--- config.mk ---
export PLATFORM = sky130hd
export DESIGN_NAME = iso_duration_stream_parser
export DESIGN_NICKNAME = d
export VERILOG_FILES = /design/src/rtl/idsp_pkg.sv /design/src/rtl/iso_duration_stream_parser.sv /design/src/rtl/idsp_char_decode.sv
export SDC_FILE = /design/constraint.sdc
export NUM_CORES = 2
export LEC_CHECK = 0
export BUFFER_PORTS_ARGS = -buffer_cell sky130_fd_sc_hd__buf_2
export CAP_MARGIN = 20
export CORE_MARGIN = 1
export CORE_UTILIZATION = 55
export DETAILED_ROUTE_END_ITERATION = 12
export PLACE_DENSITY_LB_ADDON = 0.1
export SLEW_MARGIN = 20
export SYNTH_ARGS = -nofsm -noshare
export SYNTH_HDL_FRONTEND = slang
export SYNTH_HIERARCHICAL = 1
export SYNTH_SLANG_ARGS = --single-unit
--- constraint.sdc ---
create_clock -name i_clk -period 12.3 [get_ports i_clk]
set_input_delay 1.23 -clock i_clk [delete_from_list [all_inputs] [get_ports i_clk]]
set_output_delay 1.23 -clock i_clk [all_outputs]
set_load 0.05 [all_outputs]
--- src/rtl/idsp_pkg.sv ---
package idsp_pkg;

    localparam int FIELD_W    = 32;
    localparam int NS_W       = 62;
    localparam int OUT_DATA_W = 224;
    localparam int OUT_USER_W = 2;

    localparam logic [29:0] NS_PER_S = 30'd1000000000;

    localparam logic [7:0] CH_P     = 8'h50;
    localparam logic [7:0] CH_T     = 8'h54;
    localparam logic [7:0] CH_Y     = 8'h59;
    localparam logic [7:0] CH_M     = 8'h4D;
    localparam logic [7:0] CH_D     = 8'h44;
    localparam logic [7:0] CH_H     = 8'h48;
    localparam logic [7:0] CH_S     = 8'h53;
    localparam logic [7:0] CH_W     = 8'h57;
    localparam logic [7:0] CH_MINUS = 8'h2D;
    localparam logic [7:0] CH_PLUS  = 8'h2B;
    localparam logic [7:0] CH_SPACE = 8'h20;
    localparam logic [7:0] CH_TAB   = 8'h09;
    localparam logic [7:0] CH_CR    = 8'h0D;
    localparam logic [7:0] CH_ZERO  = 8'h30;
    localparam logic [7:0] CH_NINE  = 8'h39;

    typedef enum logic [2:0] {
        PH_START,
        PH_AFTER_MINUS,
        PH_ITEM,
        PH_BLANKS,
        PH_SIGN,
        PH_DIGITS,
        PH_DONE,
        PH_ERROR
    } t_phase;

    typedef enum logic [2:0] {
        DS_NONE,
        DS_Y,
        DS_M,
        DS_D,
        DS_W,
        DS_H,
        DS_S
    } t_desig;

    typedef struct packed {
        logic       is_blank;
        logic       is_digit;
        logic       is_plus;
        logic       is_minus;
        logic       is_p;
        logic       is_t;
        logic [3:0] digit;
        t_desig     desig;
    } t_char_class;

endpackage

--- src/rtl/iso_duration_stream_parser.sv ---
// ISO 8601 duration parser on a character stream.
//
// Slave channel: one character per request in s_axis_tdata, s_axis_tuser
// flags whether the character is present (a request with tuser low and
// tlast high is a bare end marker), s_axis_tlast closes the string.
// Master channel: one result per string, sent after the request that
// carried tlast. tuser holds ok and the sign, tdata the six components,
// with seconds scaled to nanoseconds. A failed parse gives all zeros.
//
// Throughput: one character per cycle, back to back, unless a result is
// held by a stalled receiver. Each character is handled by a single pass
// of decode, digit accumulate and saturate logic into the state registers;
// the seconds scaling multiplier sits in the result path. The result is
// registered and valid in the cycle after the tlast request is accepted.
//
// Reset clears the parser to "expect sign or P", zeroes the components and
// drops any pending result. When the receiver stalls with a result held,
// s_axis_tready goes low and the parser holds until the result is taken;
// after tlast the parser restarts for the next string at once.
module iso_duration_stream_parser #(
    parameter int FIELD_BITS = 32
) (
    input  logic        i_clk,
    input  logic        i_rst_n,
    // slave side
    input  logic        s_axis_tvalid,
    output logic        s_axis_tready,
    input  logic [7:0]  s_axis_tdata,   // [7:0] ch
    input  logic        s_axis_tuser,   // [0] has_char
    input  logic        s_axis_tlast,   // last
    // master side
    output logic        m_axis_tvalid,
    input  logic        m_axis_tready,
    // [31:0] years, [63:32] months, [95:64] days, [127:96] hours,
    // [159:128] minutes, [221:160] nanoseconds, [223:222] zero
    output logic [idsp_pkg::OUT_DATA_W-1:0] m_axis_tdata,
    output logic [idsp_pkg::OUT_USER_W-1:0] m_axis_tuser   // [0] ok, [1] negative
);
    import idsp_pkg::*;

    localparam int FB    = FIELD_BITS;
    localparam int FEXT  = (FB > FIELD_W) ? FB : FIELD_W;
    localparam int PW    = FB + 31;
    localparam int NSEXT = (PW > NS_W) ? PW : NS_W;

    localparam logic [FB-1:0]          FIELD_HI = {1'b0, {(FB-1){1'b1}}};
    localparam logic [FB-1:0]          FIELD_LO = {1'b1, {(FB-1){1'b0}}};
    localparam logic [FB+3:0]          MAG_CAP  = (FB+4)'(1) << (FB-1);
    localparam logic signed [FB+2:0]   W_HI     = (FB+3)'($signed(FIELD_HI));
    localparam logic signed [FB+2:0]   W_LO     = (FB+3)'($signed(FIELD_LO));

    function automatic logic [FIELD_W-1:0] to_field(input logic signed [FB-1:0] v);
        logic signed [FEXT-1:0] e;
        e = FEXT'(v);
        return e[FIELD_W-1:0];
    endfunction

    t_char_class cls;

    idsp_char_decode u_decode (
        .i_ch  (s_axis_tdata),
        .o_cls (cls)
    );

    // parser state
    t_phase                r_phase, n_phase;
    logic                  r_in_time, n_in_time;
    logic                  r_neg, n_neg;
    logic                  r_num_neg, n_num_neg;
    logic [FB-1:0]         r_acc, n_acc;
    logic signed [FB-1:0]  r_year, n_year;
    logic signed [FB-1:0]  r_month, n_month;
    logic signed [FB-1:0]  r_day, n_day;
    logic signed [FB-1:0]  r_hour, n_hour;
    logic signed [FB-1:0]  r_minute, n_minute;
    logic signed [FB-1:0]  r_sec, n_sec;

    // result register
    logic                  r_out_valid;
    logic                  r_out_ok;
    logic                  r_out_neg;
    logic [FIELD_W-1:0]    r_out_year, r_out_month, r_out_day;
    logic [FIELD_W-1:0]    r_out_hour, r_out_minute;
    logic [NS_W-1:0]       r_out_ns;

    logic                  in_take;
    logic                  out_take;
    logic                  step_ok;

    // datapath helpers
    logic [FB+3:0]         dig_sum;
    logic [FB-1:0]         dig_next;
    logic [FB:0]           acc_neg;
    logic signed [FB-1:0]  des_val;
    logic signed [FB+2:0]  wk7;
    logic signed [FB-1:0]  wk_val;
    logic signed [PW-1:0]  ns_prod;
    logic signed [NSEXT-1:0] ns_ext;

    assign s_axis_tready = !r_out_valid || m_axis_tready;
    assign in_take       = s_axis_tvalid && s_axis_tready;
    assign out_take      = r_out_valid && m_axis_tready;

    // accumulate a digit, capping the magnitude at 2^(FB-1)
    assign dig_sum  = (FB+4)'({r_acc, 3'b000}) + (FB+4)'({r_acc, 1'b0})
                    + (FB+4)'(cls.digit);
    assign dig_next = (dig_sum > MAG_CAP) ? MAG_CAP[FB-1:0] : dig_sum[FB-1:0];

    // signed value at a designator; only a positive magnitude at the cap clips
    assign acc_neg = -{1'b0, r_acc};
    assign des_val = r_num_neg ? $signed(acc_neg[FB-1:0])
                   : (r_acc[FB-1] ? $signed(FIELD_HI) : $signed(r_acc));

    // weeks to days, saturated
    assign wk7    = ((FB+3)'(des_val) <<< 3) - (FB+3)'(des_val);
    assign wk_val = (wk7 > W_HI) ? $signed(FIELD_HI)
                  : (wk7 < W_LO) ? $signed(FIELD_LO) : $signed(wk7[FB-1:0]);

    // next state for one character
    always_comb begin
        n_phase   = r_phase;
        n_in_time = r_in_time;
        n_neg     = r_neg;
        n_num_neg = r_num_neg;
        n_acc     = r_acc;
        n_year    = r_year;
        n_month   = r_month;
        n_day     = r_day;
        n_hour    = r_hour;
        n_minute  = r_minute;
        n_sec     = r_sec;
        if (s_axis_tuser) begin
            unique case (r_phase) inside
                PH_START: begin
                    if (cls.is_minus) begin
                        n_neg   = 1'b1;
                        n_phase = PH_AFTER_MINUS;
                    end else if (cls.is_p) begin
                        n_phase = PH_ITEM;
                    end else begin
                        n_phase = PH_ERROR;
                    end
                end
                PH_AFTER_MINUS: begin
                    n_phase = cls.is_p ? PH_ITEM : PH_ERROR;
                end
                PH_ITEM, PH_BLANKS: begin
                    n_num_neg = 1'b0;
                    // a T in the item phase (not after blanks) only sets the time mark
                    if (r_phase == PH_ITEM && cls.is_t) begin
                        n_in_time = 1'b1;
                    end else if (cls.is_blank) begin
                        n_phase = PH_BLANKS;
                    end else if (cls.is_plus || cls.is_minus) begin
                        n_num_neg = cls.is_minus;
                        n_phase   = PH_SIGN;
                    end else if (cls.is_digit) begin
                        n_acc   = FB'(cls.digit);
                        n_phase = PH_DIGITS;
                    end else begin
                        n_phase = PH_DONE;
                    end
                end
                PH_SIGN: begin
                    if (cls.is_digit) begin
                        n_acc   = FB'(cls.digit);
                        n_phase = PH_DIGITS;
                    end else begin
                        n_phase = PH_DONE;
                    end
                end
                PH_DIGITS: begin
                    if (cls.is_digit) begin
                        n_acc = dig_next;
                    end else begin
                        n_phase = PH_ITEM;
                        case (cls.desig)
                            DS_Y: begin
                                if (!r_in_time) n_year = des_val;
                                else            n_phase = PH_ERROR;
                            end
                            DS_M: begin
                                if (!r_in_time) n_month  = des_val;
                                else            n_minute = des_val;
                            end
                            DS_D: begin
                                if (!r_in_time) n_day = des_val;
                                else            n_phase = PH_ERROR;
                            end
                            DS_W: begin
                                if (!r_in_time) n_day = wk_val;
                                else            n_phase = PH_ERROR;
                            end
                            DS_H: begin
                                if (r_in_time) n_hour = des_val;
                                else           n_phase = PH_ERROR;
                            end
                            DS_S: begin
                                if (r_in_time) n_sec = des_val;
                                else           n_phase = PH_ERROR;
                            end
                            default: n_phase = PH_ERROR;
                        endcase
                    end
                end
                default: begin
                    // done or error: drop characters until the end marker
                end
            endcase
        end
    end

    assign step_ok = (n_phase == PH_ITEM) || (n_phase == PH_BLANKS)
                  || (n_phase == PH_SIGN) || (n_phase == PH_DONE);

    // seconds to nanoseconds
    assign ns_prod = n_sec * $signed({1'b0, NS_PER_S});
    assign ns_ext  = NSEXT'(ns_prod);

    // state register; restart after the end marker
    always_ff @(posedge i_clk) begin
        if (!i_rst_n) begin
            r_phase   <= PH_START;
            r_in_time <= 1'b0;
            r_neg     <= 1'b0;
            r_num_neg <= 1'b0;
            r_acc     <= '0;
            r_year    <= '0;
            r_month   <= '0;
            r_day     <= '0;
            r_hour    <= '0;
            r_minute  <= '0;
            r_sec     <= '0;
        end else if (in_take) begin
            if (s_axis_tlast) begin
                r_phase   <= PH_START;
                r_in_time <= 1'b0;
                r_neg     <= 1'b0;
                r_num_neg <= 1'b0;
                r_acc     <= '0;
                r_year    <= '0;
                r_month   <= '0;
                r_day     <= '0;
                r_hour    <= '0;
                r_minute  <= '0;
                r_sec     <= '0;
            end else begin
                r_phase   <= n_phase;
                r_in_time <= n_in_time;
                r_neg     <= n_neg;
                r_num_neg <= n_num_neg;
                r_acc     <= n_acc;
                r_year    <= n_year;
                r_month   <= n_month;
                r_day     <= n_day;
                r_hour    <= n_hour;
                r_minute  <= n_minute;
                r_sec     <= n_sec;
            end
        end
    end

    // result valid flag
    always_ff @(posedge i_clk) begin
        if (!i_rst_n) begin
            r_out_valid <= 1'b0;
        end else if (in_take && s_axis_tlast) begin
            r_out_valid <= 1'b1;
        end else if (out_take) begin
            r_out_valid <= 1'b0;
        end
    end

    // result payload; a failed parse reports zeros
    always_ff @(posedge i_clk) begin
        if (in_take && s_axis_tlast) begin
            r_out_ok     <= step_ok;
            r_out_neg    <= step_ok && n_neg;
            r_out_year   <= step_ok ? to_field(n_year)   : '0;
            r_out_month  <= step_ok ? to_field(n_month)  : '0;
            r_out_day    <= step_ok ? to_field(n_day)    : '0;
            r_out_hour   <= step_ok ? to_field(n_hour)   : '0;
            r_out_minute <= step_ok ? to_field(n_minute) : '0;
            r_out_ns     <= step_ok ? ns_ext[NS_W-1:0]   : '0;
        end
    end

    assign m_axis_tvalid = r_out_valid;
    assign m_axis_tuser  = {r_out_neg, r_out_ok};
    assign m_axis_tdata  = {(OUT_DATA_W - NS_W - 5*FIELD_W)'(0), r_out_ns, r_out_minute,
                            r_out_hour, r_out_day, r_out_month, r_out_year};

endmodule

--- src/rtl/idsp_char_decode.sv ---
module idsp_char_decode (
    input  logic [7:0]           i_ch,
    output idsp_pkg::t_char_class o_cls
);
    import idsp_pkg::*;

    always_comb begin
        o_cls.is_blank = (i_ch == CH_SPACE) || (i_ch >= CH_TAB && i_ch <= CH_CR);
        o_cls.is_digit = (i_ch >= CH_ZERO) && (i_ch <= CH_NINE);
        o_cls.is_plus  = (i_ch == CH_PLUS);
        o_cls.is_minus = (i_ch == CH_MINUS);
        o_cls.is_p     = (i_ch == CH_P);
        o_cls.is_t     = (i_ch == CH_T);
        // low nibble of '0'..'9' is the digit value
        o_cls.digit    = i_ch[3:0];
        unique case (i_ch)
            CH_Y:    o_cls.desig = DS_Y;
            CH_M:    o_cls.desig = DS_M;
            CH_D:    o_cls.desig = DS_D;
            CH_W:    o_cls.desig = DS_W;
            CH_H:    o_cls.desig = DS_H;
            CH_S:    o_cls.desig = DS_S;
            default: o_cls.desig = DS_NONE;
        endcase
    end

endmodule
Word-level counts from Yosys, hierarchy flattened
Cells that the tools add are included.
Widths: inputs -> output; s select.
- input port bits: 14
- output and inout port bits: 228
- register bits: 455
- add/sub/neg operators: 4
- muxes and demuxes: 80
- eq/ne operators: 30
- $lt $le $gt $ge: 7
- multipliers: 1
- reduce and logical (&&, ||, !) cells: 26
- operator list (operator ; number):
    $mux 32 ; 47
    $pmux 32 s3 ; 1
    $eq 8x7->1 const B ; 8
    $pmux 32 s2 ; 1
    $mul 32x22->53 const B ; 1
    $add 35x33->36 ; 1
    $add 36x4->36 ; 1
    $gt 36x32->1 const B ; 1
    $gt 35x32->1 const B ; 1
    $lt 35x32->1 const B ; 1
    $sub 35x32->35 ; 1
    $neg 32->32 ; 1
    $mux 31 ; 1
    $mux 3 ; 9
    $eq 8x6->1 const B ; 3
    $eq 3x3->1 const B ; 7
    $eq 3x2->1 const B ; 6
    $pmux 3 s6 ; 1
    $mux 1 ; 16
    $pmux 3 s5 ; 1
    $ne 3x3->1 const B ; 4
    $pmux 3 s3 ; 1
    $ge 8x4->1 const B ; 1
    $ge 8x6->1 const B ; 1
    15 further kinds ; 32

Depth between registers and ports, before layout
- depth after elaboration: 13
- gate-level depth with buffers: 37
- mapped depth without buffers: 35

Cells and area by module
Netlist, hierarchy kept.
- by module, submodules not included (module ; area each (um^2) ; times used ; cells an instance):
    iso_duration_stream_parser ; 37633.6 ; 1 ; 4140
    idsp_char_decode ; 257.7 ; 1 ; 43

Least setup slack after synthesis
Ideal clock, no wire load.
- path kind: input-to-reg
- start point: input port s_axis_tdata[1]
- end point: register r_out_ns[61], data pin
- slack: 0.485 ns
- stages on the path: 26
- data required time: 12.030 ns
- data arrival time: 11.545 ns
- buffers on the path: 3
- cell sequence: buf_6 -> o21ai_0 -> and4_1 -> nor3b_1 -> nand2_1 -> nor2_1 -> nand2_1 -> clkbuf_1 -> o21ai_0 -> inv_1 -> fa_1 -> inv_1 -> fa_1 -> fa_1 -> fa_1 -> fa_1 -> fa_1 -> ha_1 -> clkbuf_1 -> a21oi_1 -> nand2_1 -> a221oi_1 -> o21a_1 -> o21ai_0 -> nand3_1 -> or3b_2
- RTL lines (element ; RTL line ; text):
    start: declaration ; iso_duration_stream_parser.sv:28 ; input logic [7:0] s_axis_tdata,
    end signal: assignment ; iso_duration_stream_parser.sv:284 ; r_out_ns <= step_ok ? ns_ext[NS_W-1:0] : '0;
    end: declaration ; iso_duration_stream_parser.sv:84 ; logic [NS_W-1:0] r_out_ns;

==> flow_summary.toml <==
[status]
outcome = "completed"

[yosys]
synth-seq-cells = 446
yosys.area.top_type = "fa_1"
ys_seq_area_share_pct = 29.2
avgSynthCellArea_um2 = 9.06
synth_warnings = 6
synth_area_um2 = 37900
postSynthCellCount = 4183
synth_area_leaders = "fa_1 (17%), edfxtp_1 (17%), dfxtp_1 (12%)"
synth.distinct_cells = 100
async_reset_ff_share_pct = 0
synthFlopType = "dfxtp_1"
synth_edf_count = 215
synth_top_area_share_pct = 17.4

[cells_and_area]
fin_util_pct = 61.5
area_growth_syn_to_layout_pct = 9.72
drive_above_1_share_pct = 9.87
nets = 4977
most-common-layout-cells = "inv_1 (509), nand2_1 (506), fa_1 (330)"
antenna_cells = 0
fillers = 5971
layout_commonest_cell = "inv_1"

[routing]
dr_total_vias = 30600
vias_per_cell = 5.85
routed_wl_mm = 111
detail_route.wl_per_cell_um = 21.3
drc = 0
dr.pass1.iters = 6
antenna_left = 0
drt_iter0_markers = 2898

[timing]
setup_viol = 0
rsz0062_at_grt = "false"
max_freq_mhz = 93.0
finalSetupTns_ns = 0
min_period_over_period_pct = 87.4
maxSlewViolCount = 0
max_slew_margin_pct = 23.0
fin_skew_ns = 0.0468
finalHoldViolCount = 0
tightestPinTransition_ns = 1.15
fin_crit_ns = 10.75

[grt]
grt_pass1_wl_mm = 173
first_global_vias = 29100
antenna_found_initial = 2
grtUsageTotal_pct = 31.8
grt_remaining_overflow = 0
grt_max_degree = 112

[clock_tree]
cts-htree-levels = 2
cts.hold.buffers_added = 0
cts_buffer_depth = 3
cts_tree = "yes"
cts_root_buffer = "clkbuf_16"
path_clk_slew_ns = 0.06
postCtsSetupBuffers = 0
cts.sinks = 446
cts_buffers = 50
clk_latency_ns = 0.64
ctsResizeCount = 0

[floorplan]
num_io_pins = 242
die_w_um = 264
rows = 95
die_y_um = 264
dieArea_um2 = 69900
design.core.area_um2 = 67600
start_util_pct = 56.0

[setup_path]
reg2reg_depth = 31
reg2reg_to = "r_out_ns[56]"
startpoint = "s_axis_tdata[1]"
crit_path_max_incr_delay_ns = 0.84
r2r_slack_ns = 1.83
cp-endpoint = "r_out_ns[56]"
end_kind = "flip-flop"
critPathMaxFanout = 46
worstPathArrival_ns = 11.08
critPathKind = "in -> reg"
required_ns = 12.62
crit_slowest_cell = "o311ai_0"
r2r-start = "r_phase[2]"
worstSetupStartpointType = "input port"

[job]
max-cap-violations = 0

[power_and_ir_drop]
peakVddDrop_v = 0.000103
powerDensity_nw_per_um2 = 80.4
p_leak_uw = 0.0189

[placement]
finalWeightedCongestion = 0.982
port_buffers = 230
dp_hpwl_mm = 85.0

[hold_path]
hold_class = "reg -> reg"
-- where the power goes --
| group | switching (uW) | total (uW) | internal (uW) |
|---|---|---|---|
| clock network | 666 | 1530 | 863 |
| logic | 195 | 232 | 37.1 |
| registers | 7.44 | 1580 | 1570 |
| total | 868 | 3340 | 2470 |
-- kinds of logic (layout without fill, tap and decap cells) --
kind of cell,Yosys count,after routing,share of synthesized area [%]
other cells,1,11,0.00990
xor+xnor,141,141,3.26
simple gates,1233,1233,15.1
buf+inv,728,891,7.47
fa+ha+maj,648,648,27.9
compound gates,976,976,16.7
mux,10,10,0.271
flops,446,446,29.2
-- how the worst min path moves through the flow --
stage                    from         to  slack, ns  depth (start not counted)
floorplan           r_day[15]  r_day[15]       0.43                          2
global placement    r_day[16]  r_day[16]       0.43                          2
detailed placement  r_day[30]  r_day[30]       0.44                          2
CTS                 r_day[30]  r_day[30]       0.46                          2
global route        r_day[29]  r_day[29]       0.47                          2
finish              r_day[18]  r_day[18]       0.45                          2
-- metal layers --
metal  part of all wire [%]  vias up  track usage (%)
met5                 0.0099        -                0
met4                    2.4        2             7.90
met3                    7.5      149             4.75
met2                     44     1115             47.8
met1                     46    14900             48.1
li1                       -    14500                -
-- area by class of cell --
cell class                 instances  area (um^2)  share of cell area [%]
multi-input combinational       3019        24200                    58.2
sequential                       446        11100                    26.7
inverter                         514         1940                    4.66
timing repair buffer             284         1600                    3.85
clock buffer                      66         1420                    3.40
tap                              873         1090                    2.63
clock inverter                    27          268                   0.644
-- critical path, delay by kind of cell --
kind                       cells  cell delay (ns)
AOI/OAI and AO/OA              9             3.42
and+or+nand+nor                8             1.74
xor gates and xnor gates       1             0.18
buffers and inverters          8             1.10
adders and majority gates      7             3.36
-- cells in the mapped netlist, types with 15 or more instances --
cell,number
a31oi_1,25
buf_4,19
nor2b_1,128
inv_1,510
and3_1,17
nor2_1,269
clkbuf_1,180
a21oi_1,296
nand4_1,27
nand2_1,508
nor3_1,45
xnor2_1,83
a21o_1,67
nor4_1,18
xor2_1,58
a211oi_1,27
o21bai_1,19
o21ai_0,217
edfxtp_1,215
fa_1,330
o21ai_1,15
and2_1,79
o21a_1,27
a22oi_1,90
o211ai_1,16
dfxtp_1,231
a32oi_1,23
nand2b_1,19
nand3_1,55
o31ai_1,15
ha_1,318
or3_1,18
-- registers in the layout (all words and copies together), names as in the netlist, 3 cells and up --
register / cells
r_out_ns: 53
r_hour: 32
r_minute: 32
r_acc: 32
r_out_day: 32
r_sec: 32
r_out_hour: 32
r_phase: 3
r_out_year: 32
r_day: 32
r_year: 32
r_out_minute: 32
r_out_month: 32
r_month: 32
-- stage by stage --
step,instance area [um^2],std cells,total power [uW],setup slack (ns),hold WS (ns)
final,41600,5229,3340,1.55,0.454
after global routing,41600,5229,3430,1.11,0.474
after CTS,41500,5226,3360,1.66,0.457
after detailed placement,39800,5133,1840,1.05,0.442
after global placement,39800,5133,1840,1.29,0.434
after floorplan,37900,4193,1790,0.485,0.426
(Power assumes the default switching activity.)
